### config.mk
export PLATFORM = sky130hd
export DESIGN_NAME = sdes_byte_encryptor_flat
export DESIGN_NICKNAME = d
export VERILOG_FILES = /design/src/rtl/core/sdes_pkg.sv /design/src/rtl/core/sdes_ifs.sv /design/src/rtl/core/sdes_key_sched.sv /design/src/rtl/core/sdes_round.sv /design/src/rtl/core/sdes_byte_encryptor.sv /design/src/flat_wrapper.sv
export SDC_FILE = /design/constraint.sdc
export NUM_CORES = 1
export LEC_CHECK = 0
export BUFFER_PORTS_ARGS = -buffer_cell sky130_fd_sc_hd__buf_4
export CAP_MARGIN = 20
export CORE_MARGIN = 1
export CORE_UTILIZATION = 39
export DETAILED_ROUTE_END_ITERATION = 16
export PLACE_DENSITY = 0.73
export SYNTH_ARGS = -nofsm -noshare
export SYNTH_HDL_FRONTEND = slang
export SYNTH_SLANG_ARGS = --single-unit
### constraint.sdc
create_clock -name clk -period 2.25 [get_ports clk]
set_input_delay 0.1125 -clock clk [delete_from_list [all_inputs] [get_ports clk]]
set_output_delay 0.1125 -clock clk [all_outputs]
set_load 0.005 [all_outputs]
### src/rtl/core/sdes_pkg.sv
// Shared types, permutation tables and S-box tables for the S-DES byte encryptor.
// No dependencies; used by the interfaces and by every module.
`default_nettype none

package sdes_pkg;

  typedef logic [7:0] byte_t;
  typedef logic [9:0] key_t;
  typedef logic [3:0] half_t;
  typedef logic [7:0] subkey_t;

  typedef struct packed {
    subkey_t k1;
    subkey_t k2;
  } subkeys_t;

  localparam logic [3:0] P10_TAB [10] = '{4'd3, 4'd5, 4'd2, 4'd7, 4'd4,
                                          4'd10, 4'd1, 4'd9, 4'd8, 4'd6};
  localparam logic [3:0] P8_TAB [8] = '{4'd6, 4'd3, 4'd7, 4'd4,
                                        4'd8, 4'd5, 4'd10, 4'd9};
  localparam logic [3:0] IP_TAB [8] = '{4'd2, 4'd6, 4'd3, 4'd1,
                                        4'd4, 4'd8, 4'd5, 4'd7};
  localparam logic [3:0] IPINV_TAB [8] = '{4'd4, 4'd1, 4'd3, 4'd5,
                                           4'd7, 4'd2, 4'd8, 4'd6};
  localparam logic [3:0] EP_TAB [8] = '{4'd4, 4'd1, 4'd2, 4'd3,
                                        4'd2, 4'd3, 4'd4, 4'd1};
  localparam logic [3:0] P4_TAB [4] = '{4'd2, 4'd4, 4'd3, 4'd1};

  localparam logic [1:0] SBOX_A [16] = '{2'd1, 2'd0, 2'd3, 2'd2,
                                         2'd3, 2'd2, 2'd1, 2'd0,
                                         2'd0, 2'd2, 2'd1, 2'd3,
                                         2'd3, 2'd1, 2'd0, 2'd2};
  localparam logic [1:0] SBOX_B [16] = '{2'd0, 2'd1, 2'd2, 2'd3,
                                         2'd2, 2'd3, 2'd1, 2'd0,
                                         2'd3, 2'd0, 2'd1, 2'd2,
                                         2'd2, 2'd1, 2'd0, 2'd3};

  // Table position 1 is the MSB of each word.
  function automatic key_t perm_p10(input key_t v);
    key_t r;
    for (int i = 0; i < 10; i++) begin
      r[9 - i] = v[10 - int'(P10_TAB[i])];
    end
    return r;
  endfunction

  function automatic subkey_t perm_p8(input key_t v);
    subkey_t r;
    for (int i = 0; i < 8; i++) begin
      r[7 - i] = v[10 - int'(P8_TAB[i])];
    end
    return r;
  endfunction

  function automatic byte_t perm_ip(input byte_t v);
    byte_t r;
    for (int i = 0; i < 8; i++) begin
      r[7 - i] = v[8 - int'(IP_TAB[i])];
    end
    return r;
  endfunction

  function automatic byte_t perm_ipinv(input byte_t v);
    byte_t r;
    for (int i = 0; i < 8; i++) begin
      r[7 - i] = v[8 - int'(IPINV_TAB[i])];
    end
    return r;
  endfunction

  function automatic byte_t perm_ep(input half_t v);
    byte_t r;
    for (int i = 0; i < 8; i++) begin
      r[7 - i] = v[4 - int'(EP_TAB[i])];
    end
    return r;
  endfunction

  function automatic half_t perm_p4(input half_t v);
    half_t r;
    for (int i = 0; i < 4; i++) begin
      r[3 - i] = v[4 - int'(P4_TAB[i])];
    end
    return r;
  endfunction

  function automatic logic [4:0] rotl5(input logic [4:0] v, input int s);
    logic [4:0] r;
    r = v;
    for (int i = 0; i < 2; i++) begin
      if (i < s) begin
        r = {r[3:0], r[4]};
      end
    end
    return r;
  endfunction

endpackage

`default_nettype wire

### src/rtl/core/sdes_ifs.sv
// Valid/ready channel interfaces for plaintext, ciphertext and key transfers.
// Depends on sdes_pkg for payload types.
`default_nettype none

interface sdes_pt_if;
  logic            valid;
  logic            ready;
  sdes_pkg::byte_t plaintext;
  modport source (output valid, output plaintext, input ready);
  modport sink (input valid, input plaintext, output ready);
endinterface

interface sdes_ct_if;
  logic            valid;
  logic            ready;
  sdes_pkg::byte_t ciphertext;
  modport source (output valid, output ciphertext, input ready);
  modport sink (input valid, input ciphertext, output ready);
endinterface

interface sdes_key_if;
  logic           valid;
  logic           ready;
  sdes_pkg::key_t cipher_key;
  modport source (output valid, output cipher_key, input ready);
  modport sink (input valid, input cipher_key, output ready);
endinterface

`default_nettype wire

### src/rtl/core/sdes_key_sched.sv
// Key schedule: P10, half rotations and P8 giving subkeys k1 and k2.
// Depends on sdes_pkg.
`default_nettype none

module sdes_key_sched (
  input  wire sdes_pkg::key_t     key,
  output sdes_pkg::subkeys_t      subkeys
);

  sdes_pkg::key_t   t;
  logic [4:0]       hl1, hr1, hl2, hr2;

  always_comb begin
    t   = sdes_pkg::perm_p10(key);
    hl1 = sdes_pkg::rotl5(t[9:5], 1);
    hr1 = sdes_pkg::rotl5(t[4:0], 1);
    hl2 = sdes_pkg::rotl5(hl1, 2);
    hr2 = sdes_pkg::rotl5(hr1, 2);
    subkeys.k1 = sdes_pkg::perm_p8({hl1, hr1});
    subkeys.k2 = sdes_pkg::perm_p8({hl2, hr2});
  end

endmodule

`default_nettype wire

### src/rtl/core/sdes_round.sv
// One Feistel round: EP, subkey XOR, S-boxes, P4, XOR into the left half.
// Depends on sdes_pkg.
`default_nettype none

module sdes_round (
  input  wire sdes_pkg::half_t   lft,
  input  wire sdes_pkg::half_t   rgt,
  input  wire sdes_pkg::subkey_t subkey,
  output sdes_pkg::half_t        lft_out
);

  sdes_pkg::byte_t e;
  logic [3:0]      idx_a, idx_b;
  sdes_pkg::half_t s;

  always_comb begin
    e       = sdes_pkg::perm_ep(rgt) ^ subkey;
    idx_a   = {e[7], e[4], e[6], e[5]};
    idx_b   = {e[3], e[0], e[2], e[1]};
    s       = {sdes_pkg::SBOX_A[idx_a], sdes_pkg::SBOX_B[idx_b]};
    lft_out = lft ^ sdes_pkg::perm_p4(s);
  end

endmodule

`default_nettype wire

### src/rtl/core/sdes_byte_encryptor.sv
// S-DES byte encryptor top level: input register, two rounds, result register.
// Input bytes are registered in s1_pt_r, the ciphertext then in out_ct_r.
// One byte per cycle unless out_if.ready stalls; the rounds are combinational.
// Reset (rst_n low, synchronous): pipeline empties, key and subkeys read as 0.
// Depends on sdes_pkg, sdes_ifs, sdes_key_sched and sdes_round.
`default_nettype none

module sdes_byte_encryptor (
  input  wire        clk,
  input  wire        rst_n,
  sdes_pt_if.sink    in_if,
  sdes_ct_if.source  out_if,
  sdes_key_if.sink   cfg_if
);

  sdes_pkg::subkeys_t subk_r, subk_nxt;
  logic               s1_valid_r;
  sdes_pkg::byte_t    s1_pt_r;
  logic               out_valid_r;
  sdes_pkg::byte_t    out_ct_r, out_ct_nxt;
  logic               out_adv, s1_adv;
  sdes_pkg::byte_t    x;
  sdes_pkg::half_t    l1, l2;

  sdes_key_sched u_key_sched (
    .key     (cfg_if.cipher_key),
    .subkeys (subk_nxt)
  );

  sdes_round u_round1 (
    .lft     (x[7:4]),
    .rgt     (x[3:0]),
    .subkey  (subk_r.k1),
    .lft_out (l1)
  );

  // swap halves between rounds
  sdes_round u_round2 (
    .lft     (x[3:0]),
    .rgt     (l1),
    .subkey  (subk_r.k2),
    .lft_out (l2)
  );

  always_comb begin
    x          = sdes_pkg::perm_ip(s1_pt_r);
    out_ct_nxt = sdes_pkg::perm_ipinv({l2, l1});
    out_adv    = !out_valid_r || out_if.ready;
    s1_adv     = !s1_valid_r || out_adv;
  end

  assign in_if.ready     = s1_adv;
  assign cfg_if.ready    = 1'b1;
  assign out_if.valid    = out_valid_r;
  assign out_if.ciphertext = out_ct_r;

  always_ff @(posedge clk) begin
    if (!rst_n) begin
      subk_r      <= '0;
      s1_valid_r  <= 1'b0;
      out_valid_r <= 1'b0;
    end else begin
      if (cfg_if.valid) begin
        subk_r <= subk_nxt;
      end
      if (s1_adv) begin
        s1_valid_r <= in_if.valid;
      end
      if (out_adv) begin
        out_valid_r <= s1_valid_r;
      end
    end
  end

  always_ff @(posedge clk) begin
    if (s1_adv && in_if.valid) begin
      s1_pt_r <= in_if.plaintext;
    end
    if (out_adv && s1_valid_r) begin
      out_ct_r <= out_ct_nxt;
    end
  end

endmodule

`default_nettype wire

### src/flat_wrapper.sv
// flat-port wrapper written by rule: the top's interface ports become plain ports
module sdes_byte_encryptor_flat 
  (clk, rst_n, in_if_valid, in_if_plaintext, in_if_ready, out_if_valid, out_if_ciphertext, out_if_ready, cfg_if_valid, cfg_if_cipher_key, cfg_if_ready);
  sdes_pt_if in_if_i ();
  sdes_ct_if out_if_i ();
  sdes_key_if cfg_if_i ();
  input  wire clk;
  input  wire rst_n;
  input wire logic [$bits(in_if_i.valid)-1:0] in_if_valid;
  input wire logic [$bits(in_if_i.plaintext)-1:0] in_if_plaintext;
  output wire logic [$bits(in_if_i.ready)-1:0] in_if_ready;
  output wire logic [$bits(out_if_i.valid)-1:0] out_if_valid;
  output wire logic [$bits(out_if_i.ciphertext)-1:0] out_if_ciphertext;
  input wire logic [$bits(out_if_i.ready)-1:0] out_if_ready;
  input wire logic [$bits(cfg_if_i.valid)-1:0] cfg_if_valid;
  input wire logic [$bits(cfg_if_i.cipher_key)-1:0] cfg_if_cipher_key;
  output wire logic [$bits(cfg_if_i.ready)-1:0] cfg_if_ready;
  assign in_if_i.valid = in_if_valid;
  assign in_if_i.plaintext = in_if_plaintext;
  assign in_if_ready = in_if_i.ready;
  assign out_if_valid = out_if_i.valid;
  assign out_if_ciphertext = out_if_i.ciphertext;
  assign out_if_i.ready = out_if_ready;
  assign cfg_if_i.valid = cfg_if_valid;
  assign cfg_if_i.cipher_key = cfg_if_cipher_key;
  assign cfg_if_ready = cfg_if_i.ready;
  sdes_byte_encryptor u_core (.clk(clk), .rst_n(rst_n), .in_if(in_if_i), .out_if(out_if_i), .cfg_if(cfg_if_i));
endmodule
======== Word level (Yosys, flattened, before mapping) ========
Memory sizes are Yosys's and may differ from the RTL's.
Cells that the tools add are included.
word-level totals
  input bits .............................. 23
  memories ................................ 4
  output and inout port bits .............. 11
  bits in registers ....................... 34
  logic and storage cells ................. 36
  bits in read-only memories .............. 128
cells by class
  reduce and logical (&&, ||, !) cells .... 6
  bitwise operators ....................... 8
  multiplexer cells ....................... 8
  order comparisons ....................... 4
memory list
  memory            depth  bits a word  rd ports  clocked after Yosys merged registers in  wr ports  line              source
  (name not given)  16     2            1         0                                        0         sdes_round.sv:20  s = {sdes_pkg::SBOX_A[idx_a], sdes_pkg::SBOX_B[idx_b]};
  (name not given)  16     2            1         0                                        0         sdes_round.sv:20
  (name not given)  16     2            1         0                                        0         sdes_round.sv:20
  (name not given)  16     2            1         0                                        0         sdes_round.sv:20
operator list
  cell                                        number
  >= comparator 5 bit, second input constant  4
  inverter 4 -> 5 bit                         4
  two-way mux 2 bit                           8
  XOR 8 bit                                   2
  XOR 4 bit                                   2
  logical AND 1 bit                           2
  zero test 1 bit                             2
  logical OR 1 bit                            2

======== Logic depth before layout (Yosys ltp) ========
  depth after elaboration ................. 12
  depth in mapped cells ................... 8
  mapped depth without buffers ............ 7

======== Modules after synthesis ========
A second synthesis with hierarchy kept.
second synthesis, totals
  cell total of the unflattened synthesis .. 145
  area, all modules ....................... 1727.9 um^2
modules (own cells, without submodules)
  module                        area an instance (um^2)  cells each  times used  sequential area each (um^2)
  sdes_byte_encryptor           1191.1                   78          1           840.8
  sdes_round (u_core.u_round1)  212.7                    26          1           0.0
  sdes_round (u_core.u_round2)  203.9                    25          1           0.0
  sdes_key_sched                120.1                    16          1           0.0

======== Worst setup path after synthesis ========
OpenSTA, ideal clock, no wires.
  path type ............................... flip-flop to flip-flop
  start point ............................. register u_core.s1_pt_r[0]
  end point ............................... register u_core.out_ct_r[7] (netlist: u_core.out_if.ciphertext[7]) (data pin)
  buffers on the path ..................... 0
  period minus slack after synthesis ...... 2.190 ns
  required time ........................... 1.992 ns
  cell stages (with the launch flop) ...... 8
  path slack .............................. 0.060 ns
  setup time .............................. 0.258 ns
  arrival time ............................ 1.932 ns
  path through ............................ edfxtp_1 -> xnor2_2 -> mux2i_1 -> xnor3_2 -> xor2_2 -> xnor2_1 -> a211oi_2 -> xnor2_1
on the way
  word-level cells in the longest chain between the ends .. 12
  elaborated cells on any way between the ends .. 16
  those cells by class .................... mux (6); bitwise (7); memory (3)
RTL lines
  what                                                  line                       source
  from (decl)                                           sdes_byte_encryptor.sv:18  sdes_pkg::byte_t s1_pt_r;
  from (signal assigned)                                sdes_byte_encryptor.sv:77  s1_pt_r <= in_if.plaintext;
  XOR 8 bit                                             sdes_round.sv:17           e = sdes_pkg::perm_ep(rgt) ^ subkey;
  inverter 4 -> 5 bit (not written as such)             sdes_round.sv:20
  memory read (16 x 2 bit)                              --
  two-way mux 2 bit (not written as such) (2 in a row)  sdes_round.sv:20
  XOR 4 bit                                             sdes_round.sv:21           lft_out = lft ^ sdes_pkg::perm_p4(s);
  via u_core.l1[1]                                      sdes_byte_encryptor.sv:23  sdes_pkg::half_t l1, l2;
  XOR 8 bit                                             sdes_round.sv:17
  inverter 4 -> 5 bit (not written as such)             sdes_round.sv:20
  memory read (16 x 2 bit)                              --
  two-way mux 2 bit (not written as such) (2 in a row)  sdes_round.sv:20
  XOR 4 bit                                             sdes_round.sv:21
  via u_core.l2[0]                                      sdes_byte_encryptor.sv:23
  to (signal assigned)                                  sdes_byte_encryptor.sv:80  out_ct_r <= out_ct_nxt;
  to (decl)                                             sdes_byte_encryptor.sv:20  sdes_pkg::byte_t out_ct_r, out_ct_nxt;
The timed path passes the listed nets, and every way through them passes these cells. The select of a mux whose other input is x is not followed.
A chain may end at the register's enable or synchronous reset.

======== Worst setup path in the final report ========
  start point ............................. register u_core.s1_pt_r[0]
  end point ............................... register u_core.out_ct_r[7] (netlist: u_core.out_if.ciphertext[7]) (data pin)
on the way
  word-level cells in the longest chain between the ends .. 12
  elaborated cells on any way between the ends .. 16
  those cells by class .................... mux (6); bitwise (7); memory (3)
RTL lines
  what                                                      line
  XOR 8 bit (*)                                             sdes_round.sv:17
  inverter 4 -> 5 bit (not written as such)                 sdes_round.sv:20
  memory read (16 x 2 bit)                                  --
  two-way mux 2 bit (not written as such) (2 in a row)      sdes_round.sv:20
  XOR 4 bit (*)                                             sdes_round.sv:21
  XOR 8 bit (*)                                             sdes_round.sv:17
  inverter 4 -> 5 bit (not written as such) (*)             sdes_round.sv:20
  memory read (16 x 2 bit) (*)                              --
  two-way mux 2 bit (not written as such) (*) (2 in a row)  sdes_round.sv:20
  XOR 4 bit (*)                                             sdes_round.sv:21
  via u_core.l2[0]                                          sdes_byte_encryptor.sv:23
The timed path passes the listed nets; every way through them passes the cells marked *. The select of a mux whose other input is x is not followed.

==> impl_metrics.env <==
export IMPL_status="finished, final reports clean"
export IMPL_grt_pass1_wl_mm=4.22
export IMPL_core_area_sq_um=3690
export IMPL_clock_tree_root_cell="clkbuf_8"
export IMPL_die_w_microns=64.1
export IMPL_netlist_area_sq_um=1500
export IMPL_synth_area_leaders="edfxtp_1 32%, dfxtp_1 16%, xnor2_1 14%, mux2i_1 13%, nor2b_1 5.8%"
export IMPL_crit_family="compound AO/OA/AOI/OAI gates"
export IMPL_io_buffer_count=32
export IMPL_hpwl_mm=2.03
export IMPL_ant_nets=0
export IMPL_clk_pin_slew_ns=0.10
export IMPL_pin_count=34
export IMPL_place_congestion=0.783
export IMPL_die_h_microns=64.1
export IMPL_gr_total_overflow=0
export IMPL_path_cells="xnor2_1 > buf_4 > nor3_1 > a221oi_2 > xnor2_1 > a211oi_1 > a211oi_2 > xnor2_1"
export IMPL_grt_pass1_vias=915
export IMPL_viasPerCell=4.55
export IMPL_synth_top_cell_by_area="edfxtp_1"
export IMPL_fin_skew_ns=0.00502
export IMPL_numCtsBuffers=3
export IMPL_antenna_found_initial=0
export IMPL_slew_viol_final=0
export IMPL_syn2layout_area_growth_pct=36.2
export IMPL_setup_slack_ns=0.0199
export IMPL_nNetsFinal=192
export IMPL_syn_inst=119
export IMPL_design_area_sq_um=2050
export IMPL_clock_latency_ns=0.28
export IMPL_first_pass_iters=3
export IMPL_max_freq_mhz=448
export IMPL_startpoint_type="register"
export IMPL_wl_per_cell_microns=12.5
export IMPL_rsz0062_at_grt="yes"
export IMPL_power_density_nw_per_um2=752
export IMPL_place_inst=200
export IMPL_critPathSlowestCell="edfxtp_1"
export IMPL_max_cap_viol_count=0
export IMPL_worst_pin_slew_ns=0.749
export IMPL_critical_path_max_stage_delay_ns=0.48
export IMPL_wl_mm=2.70
export IMPL_cp_end_kind="register"
export IMPL_critPathKind="register to register"
export IMPL_slew_headroom_pct=49.9
export IMPL_yosys_register_bits=28
export IMPL_drtIter0Drc=7
export IMPL_syn_num_nets=142
export IMPL_grt_max_degree=17
export IMPL_vias=982
export IMPL_ctsLongestPathBuffers=2
export IMPL_fin_cells=216
export IMPL_critPathBufInv=1
export IMPL_rows=22
export IMPL_cts_sinks=28
export IMPL_cts_tree="yes"
export IMPL_hold_slack_ns=0.0143
export IMPL_cts_max_level=1
export IMPL_ys_types=28
export IMPL_total_leakage_power_uw=0.000849
export IMPL_synth_top_area_share_pct=31.9
export IMPL_yosysSeqAreaShare_pct=47.9
export IMPL_yosysWarnings=0
export IMPL_start_util_pct=40.8
export IMPL_critPathMostFrequentCell="xnor2_1"
export IMPL_ir_drop_mv=0.372
export IMPL_final_util_pct=55.5
export IMPL_critical_path_max_fanout=3
export IMPL_crit_required_ns=2.29
export IMPL_finalCritPeriodShare_pct=99.1
export IMPL_die_area_sq_um=4110
export IMPL_post_dp_cell_area_sq_um=1820
export IMPL_dpl_worst_slack_ns=-0.0387
export IMPL_layout_min_cycle_time_ns=2.23
export IMPL_remaining_drc_errors=0
export IMPL_drive_gt1_share_pct=36.9
export IMPL_avgSynthCellArea_sq_um=12.6
export IMPL_grt_usage_pct=13.9
export IMPL_min_path_type="input port to register"
export IMPL_antennaDiodeCount=0
export IMPL_hold_violations=0
export IMPL_finalSetupViolCount=0
export IMPL_arrival_ns=2.27
==> cells in the mapped netlist <==
master and n:
nor3_1 1, mux2_2 1, and3_4 1, a221oi_2 1, o21ai_0 1, buf_4 1
nand2b_1 1, xnor2_1 24, xor2_2 1, and2_1 1, clkbuf_2 1, clkbuf_8 1
a21oi_1 1, nor2b_1 14, dfxtp_1 12, nor2_1 1, a211oi_1 1, clkbuf_1 2
a211oi_2 1, edfxtp_1 16, o21ai_1 1, xnor2_2 3, conb_1 1, nand2_1 4
o21a_1 1, xor2_1 6, mux2i_1 19, xnor3_2 1
==> metal layers <==
| layer | GRT usage, % | part of all wire [%] | vias up |
|---|---|---|---|
| met5 | 0 | 0 | - |
| met3 | 3.21 | 3.9 | 5 |
| met1 | 15.5 | 41 | 456 |
| li1 | - | - | 498 |
| met4 | 6.67 | 1.7 | 0 |
| met2 | 24.7 | 53 | 23 |
==> cells in the final DEF, fill, tap and decap left out <==
| cell type | instances |
|---|---|
| dlygate4sd3_1 | 7 |
| buf_4 | 42 |
| nor2b_1 | 14 |
| conb_1 | 1 |
| o21a_1 | 1 |
| nor2_1 | 1 |
| nor3_1 | 1 |
| a211oi_2 | 1 |
| xor2_1 | 6 |
| mux2_2 | 1 |
| o21ai_0 | 1 |
| mux2i_4 | 1 |
| dfxtp_1 | 12 |
| a221oi_2 | 1 |
| xnor2_1 | 19 |
| xnor2_2 | 8 |
| nand2b_1 | 1 |
| a211oi_1 | 1 |
| bufinv_16 | 1 |
| mux2i_1 | 18 |
| nand2_1 | 4 |
| and3_4 | 1 |
| buf_6 | 1 |
| a21oi_1 | 1 |
| xor2_2 | 1 |
| clkbuf_8 | 3 |
| and2_1 | 1 |
| o21ai_1 | 1 |
| xnor3_2 | 1 |
| edfxtp_1 | 16 |
==> flip-flops by register name, indices dropped and copies added, names as in the netlist <==
signal / flops
u_core.out_if.ciphertext: 8
u_core.out_if.valid: 1
u_core.s1_pt_r: 8
u_core.s1_valid_r: 1
u_core.subk_r: 10
==> power by group <==
group	internal (uW)	switching, uW	leakage (uW)
Combinational	288	213	0.000561
Clock	238	159	0.0000357
Sequential	610	31.4	0.000252
Total	1140	404	0.000849
==> final cells by class <==
cell class	instances	area (sq um)
well taps	48	60.1
clock buffers	3	41.3
repair buffers	50	397
fillers	330	1640
flip-flops and latches	28	721
clock inverters	1	30.0
multi-input cells	86	800
==> repair_timing <==
item	CTS	global route
hold buffers	3	4
setup endpoints to repair	2	4
hold endpoints to repair	3	4
setup buffers	2	3
pin swaps	1	3
resized for setup	1	7
==> stage by stage <==
stage	total power [uW]	setup TNS, ns
after floorplan	975	0
after global placement	1090	0
after detailed placement	1100	-0.0387
after CTS	1510	0
after global routing	1620	-0.260
final	1540	0
==> final timing paths <==
kind,startpoint,endpoint,slack (ns),cells past startpoint
setup / recovery,u_core.s1_pt_r[0],u_core.out_if.ciphertext[7],0.02,8
hold / removal,in_if_plaintext[0],u_core.s1_pt_r[0],0.01,1
setup reg to reg,u_core.s1_pt_r[0],u_core.out_if.ciphertext[7],0.02,8
hold reg to reg,u_core.s1_valid_r,u_core.out_if.valid,0.55,1
==> kinds of logic (layout without fill, tap and decap cells) <==
family / after synthesis / after routing / share of synthesized area [%]
mux: 20 / 20 / 13.4
flops: 28 / 28 / 47.9
compound gates: 7 / 7 / 3.83
simple gates: 23 / 23 / 8.98
xor+xnor: 35 / 35 / 23.4
buf+inv: 5 / 54 / 2.25
other cells: 1 / 1 / 0.249
Power figures use the tool's default switching activity.
